**src/hw/rtl/assert_macros.svh**
```systemverilog
// assertion macros used by the core rtl file
// no dependencies; define ASSERT_OFF to compile the checks out
`ifndef ASSERT_MACROS_SVH
`define ASSERT_MACROS_SVH

`ifndef ASSERT_OFF

// property must hold at every clock edge outside reset
`define ASSERT_CLK(name, clk, rst, prop) \
  name: assert property (@(posedge clk) disable iff (rst) (prop)) \
    else $error("assertion failed");

// condition must never be true outside reset
`define ASSERT_NEVER(name, clk, rst, cond) \
  name: assert property (@(posedge clk) disable iff (rst) !(cond)) \
    else $error("forbidden condition seen");

`else

`define ASSERT_CLK(name, clk, rst, prop)
`define ASSERT_NEVER(name, clk, rst, cond)

`endif

`endif

```
**src/hw/rtl/wlpc_ram.sv**
```systemverilog
// generic simple dual port ram, one write and one registered read port
// no dependencies
module wlpc_ram #(
  parameter int WIDTH = 8,
  parameter int DEPTH = 512
) (
  input  logic                     clk,
  input  logic                     we,
  input  logic [$clog2(DEPTH)-1:0] waddr,
  input  logic [WIDTH-1:0]         wdata,
  input  logic [$clog2(DEPTH)-1:0] raddr,
  output logic [WIDTH-1:0]         rdata
);

  logic [WIDTH-1:0] mem [DEPTH];

  always_ff @(posedge clk) begin
    if (we) begin
      mem[waddr] <= wdata;
    end
    rdata <= mem[raddr];
  end

endmodule

```
**config.mk**
```make
export PLATFORM = sky130hd
export DESIGN_NAME = wlpc_ram
export DESIGN_NICKNAME = d
export VERILOG_FILES = /design/src/hw/rtl/assert_macros.svh /design/src/hw/rtl/wlpc_ram.sv
export SDC_FILE = /design/constraint.sdc
export NUM_CORES = 2
export LEC_CHECK = 0
export ABC_AREA = 0
export CAP_MARGIN = 20
export CELL_PAD_IN_SITES_DETAIL_PLACEMENT = 1
export CELL_PAD_IN_SITES_GLOBAL_PLACEMENT = 2
export CORE_UTILIZATION = 48
export DETAILED_ROUTE_END_ITERATION = 12
export DONT_BUFFER_PORTS = 1
export GPL_TIMING_DRIVEN = 0
export PLACE_DENSITY_LB_ADDON = 0.05
export SLEW_MARGIN = 10
export SYNTH_ARGS = -nofsm -noshare
export SYNTH_HDL_FRONTEND = slang
export SYNTH_SLANG_ARGS = --single-unit
```
**constraint.sdc**
```tcl
create_clock -name clk -period 2.6 [get_ports clk]
set_input_delay 0.39 -clock clk [delete_from_list [all_inputs] [get_ports clk]]
set_output_delay 0.39 -clock clk [all_outputs]
set_load 0.1 [all_outputs]
```
==> metrics.md <==
| Metric | Value |
|---|---|
| Outcome | `complete, but fails checks` |
| Failing checks | `hold timing, slew limit, setup timing` |
| Port Buffers | `0` |
| Count of cell types in the netlist | `between 50 and 60` |
| Gpl congestion | `between 1 and 1.5` |
| Crit-path max cell delay | `0.45 ns` |
| Mapped Avg Cell Area | `approximately 20 sq um` |
| Min-delay worst type | `in2reg` |
| Routed vias | `between 90000 and 100k` |
| Crit path max-delay family | `simple AND/OR/NAND/NOR gates` |
| Crit path time final | `between 2 and 3 ns` |
| Initial antenna violation count | `just over 60` |
| Number of cell rows | `211` |
| Max Buffers Root-to-Sink | `4` |
| Hold depth | `0` |
| # IOs | `36` |
| CP Launch Type | `input port` |
| Critical Path AT | `around 3.7 ns` |
| Number of flops mapped to enable cells by yosys | `between 4000 and 5000` |
| Overflow after GRT | `0` |
| Final Skew | `roughly 0.058 ns` |
| Clock root buffer | `clkbuf_16` |
| Final Hold Fails | `~220` |
| Measured slew at the worst slew-check pin | `around 3 ns` |
| Sink Count | `4104` |
| Final Total Pwr | `approximately 0.14 W` |
| Num CTS Buffers | `426` |
| TritonCTS clock tree | `done` |
| Slowest CP cell | `and3_1` |
| Cells after synthesis | `8030` |
| Drt wl/cell | `48.6 um` |
| F_max | `350 MHz` |
| First-pass GRT wire length | `between 800000 and 900000 um` |
| Crit path kind | `in2reg` |
| Clock Latency Late Sink | `1.01 ns` |
| Post-synth net total | `about 8100` |
| Share of cells above drive strength 1 | `between 20 and 25%` |
| Crit-path cells | `clkbuf_2 -> and3_1 -> clkbuf_4 -> nand2_2 -> clkbuf_2 -> a21oi_1 -> nor3_1 -> nand4_1 -> nand2_4 -> o2111a_2` |
| Sequential fraction of the synthesis area | `a little under 80%` |
| Worst-path clk slew | `0.06 ns` |
| Worst EP required | `around 3.5 ns` |
| Most used cell along the critical path | `clkbuf_2` |
| Synth-to-Final Area Change | `15.7%` |
| Period utilization | `110%` |
| Util after Layout | `between 50% and 60%` |
| Largest net degree at the start of global routing | `between 500 and 600` |
| # setup viols final | `8` |
| Die Y | `between 500 and 600 um` |
| Post-layout nets | `8654` |
| Fill cells | `roughly 28000` |
| Worst path depth | `10` |
| Die Area | `335000 sq um` |
| DP Area | `between 150000 and 200000 sq um` |
| Final worst slack | `-0.256 ns` |
| RSZ-0062 raised after global routing | `true` |
| Synth warnings | `0` |
| Drt via density | `between 6 and 7` |
| Slew HR | `-95.4%` |
| Die X | `roughly 580 um` |
| 1st-pass router iterations | `6` |
| Detailed Route WL | `650000 um` |
| Overall Global Routing Usage | `38.5%` |
| Post-DP HPWL | `447000 um` |
| VDD IR-drop max | `0.683 mV` |
| Cell Pwr Density | `772 nW/um^2` |
| Core area | `between 300000 and 400000 sq um` |
| Htree depth | `5` |
| Setup crit end kind | `flop` |
| Antenna-violating nets left | `0` |
| Ys async rst share | `0%` |
| Hold Worst Slack | `-0.479 ns` |
| R2r worst-path depth | `7` |
| Non-filler instance count after layout | `~13000` |
| Vias in the first global route | `between 80000 and 90000` |
| Slew Viols, Final | `~1100` |
| Buf/Inv on CP | `3` |
| Top FF cell, synth | `edfxtp_1` |
| DRT iter0 DRCs | `between 10000 and 15000` |
| Design Area, Final | `185000 sq um` |
| #FFs+latches synth | `approximately 4100` |
| Initial core utilization | `between 40% and 50%` |
| Residual DRC count | `0` |
| Max_cap viols | `0` |
| Mapped Area | `160000 sq um` |
| LEAKAGE | `about 60 nW` |
| Placed Cells | `12500` |
| Critical Path Fanout Max | `10` |
-- cell usage in the layout (no fill, tap or decap), types with 17 or more instances in the layout --
cell type  count
buf_8         48
buf_2         47
clkinv_1     104
buf_16        54
buf_4         70
edfxtp_1    4096
o22ai_1      156
clkbuf_4      64
nor3_1       106
mux2i_1      787
mux4_2       654
o21ai_0       75
buf_12        82
clkbuf_16    444
a211oi_1      17
and2_1        20
clkbuf_2     121
clkbuf_1     158
a22oi_1       61
buf_6        101
o221ai_2      90
diode_2       31
nand3_1       36
a21oi_1      178
nand2_1       99
nand4_1       32
o221ai_4      20
o21ai_2       21
bufinv_16     29
o21ai_1       21
clkinv_2      78
nor2_1       594
o221ai_1     262
-- cells in the mapped netlist (32+ instances only) --
cell | n | area (sq um)
nor3_1 | 109 | 546
nand4_1 | 32 | 200
o21ai_0 | 118 | 591
mux4_2 | 654 | 14700
clkbuf_1 | 265 | 995
nor4_1 | 36 | 225
a22oi_1 | 61 | 458
o22ai_1 | 163 | 1020
nor2_1 | 597 | 2240
mux2i_1 | 797 | 7980
o221ai_1 | 371 | 3250
buf_2 | 57 | 285
a21oi_1 | 194 | 971
edfxtp_1 | 4096 | 123000
nand3_1 | 36 | 180
buf_6 | 64 | 721
buf_4 | 70 | 526
buf_1 | 41 | 154
nand2_1 | 111 | 417
-- sequential cells by signal, indices dropped and copies added, names as in the netlist --
name	count
mem	4096
rdata	8
-- timing repair --
action                     4_1_cts  5_1_grt
buffers inserted                 4       13
hold endpoints to repair      3325     1238
hold buffers                     3       11
resized for setup              582      153
setup endpoints to repair        8        8
gates cloned                     0        0
pin swaps                       33       29
-- final cells by class --
cell class | instances | area [sq um] | area share, %
sequential | 4104 | 123000 | 66.6
multi-input combinational | 3410 | 35500 | 19.2
clock buffer | 538 | 11500 | 6.21
tap | 4366 | 5460 | 2.95
buffer | 511 | 4350 | 2.35
timing repair buffer | 170 | 3030 | 1.64
clock inverter | 238 | 1940 | 1.05
antenna | 31 | 77.6 | 0.0419
inverter | 3 | 15.0 | 0.00812
-- power by group --
part / internal (W) / leakage (nW) / total, W / switching [W]
Sequential: 0.0729 / 36.9 / 0.0732 / 0.000226
Clock: 0.0340 / 6.59 / 0.0603 / 0.0263
Combinational: 0.00270 / 15.5 / 0.00927 / 0.00657
-- kinds of logic after synthesis --
| kind of cell | count (synthesis) | share of synthesized area, % |
|---|---|---|
| mux | 1451 | 14.2 |
| compound gates | 979 | 4.31 |
| flops | 4104 | 77.0 |
| simple gates | 980 | 2.63 |
| buf+inv | 516 | 1.85 |
-- final timing paths --
path | start | endpoint | slack [ns]
hold reg to reg | mem[155][3]$_DFFE_PP_ | rdata[3]$_DFF_P_ | 1.34
setup reg to reg | mem[273][7]$_DFFE_PP_ | rdata[7]$_DFF_P_ | -0.11
hold / removal | wdata[0] | mem[293][0]$_DFFE_PP_ | -0.48
setup / recovery | raddr[3] | rdata[1]$_DFF_P_ | -0.26
-- routing by layer --
metal,vias to the layer above,global-route usage (%),part of all wire [%]
li1,34700,-,-
met1,49800,52.1,37
met2,6282,57.2,44
met3,1293,9.20,11
met4,18,23.1,7.4
met5,-,0,0.018
-- stage by stage --
| stage | setup slack [ns] | setup TNS, ns |
|---|---|---|
| after detailed placement | -2.50 | -929.70 |
| final | -0.256 | -1.48 |
| after global routing | -0.00816 | -0.0240 |
| after global placement | -4.50 | -7879.86 |
| after CTS | -0.0125 | -0.0125 |
| after floorplan | 0.238 | 0 |
Power figures use the tool's default switching activity.
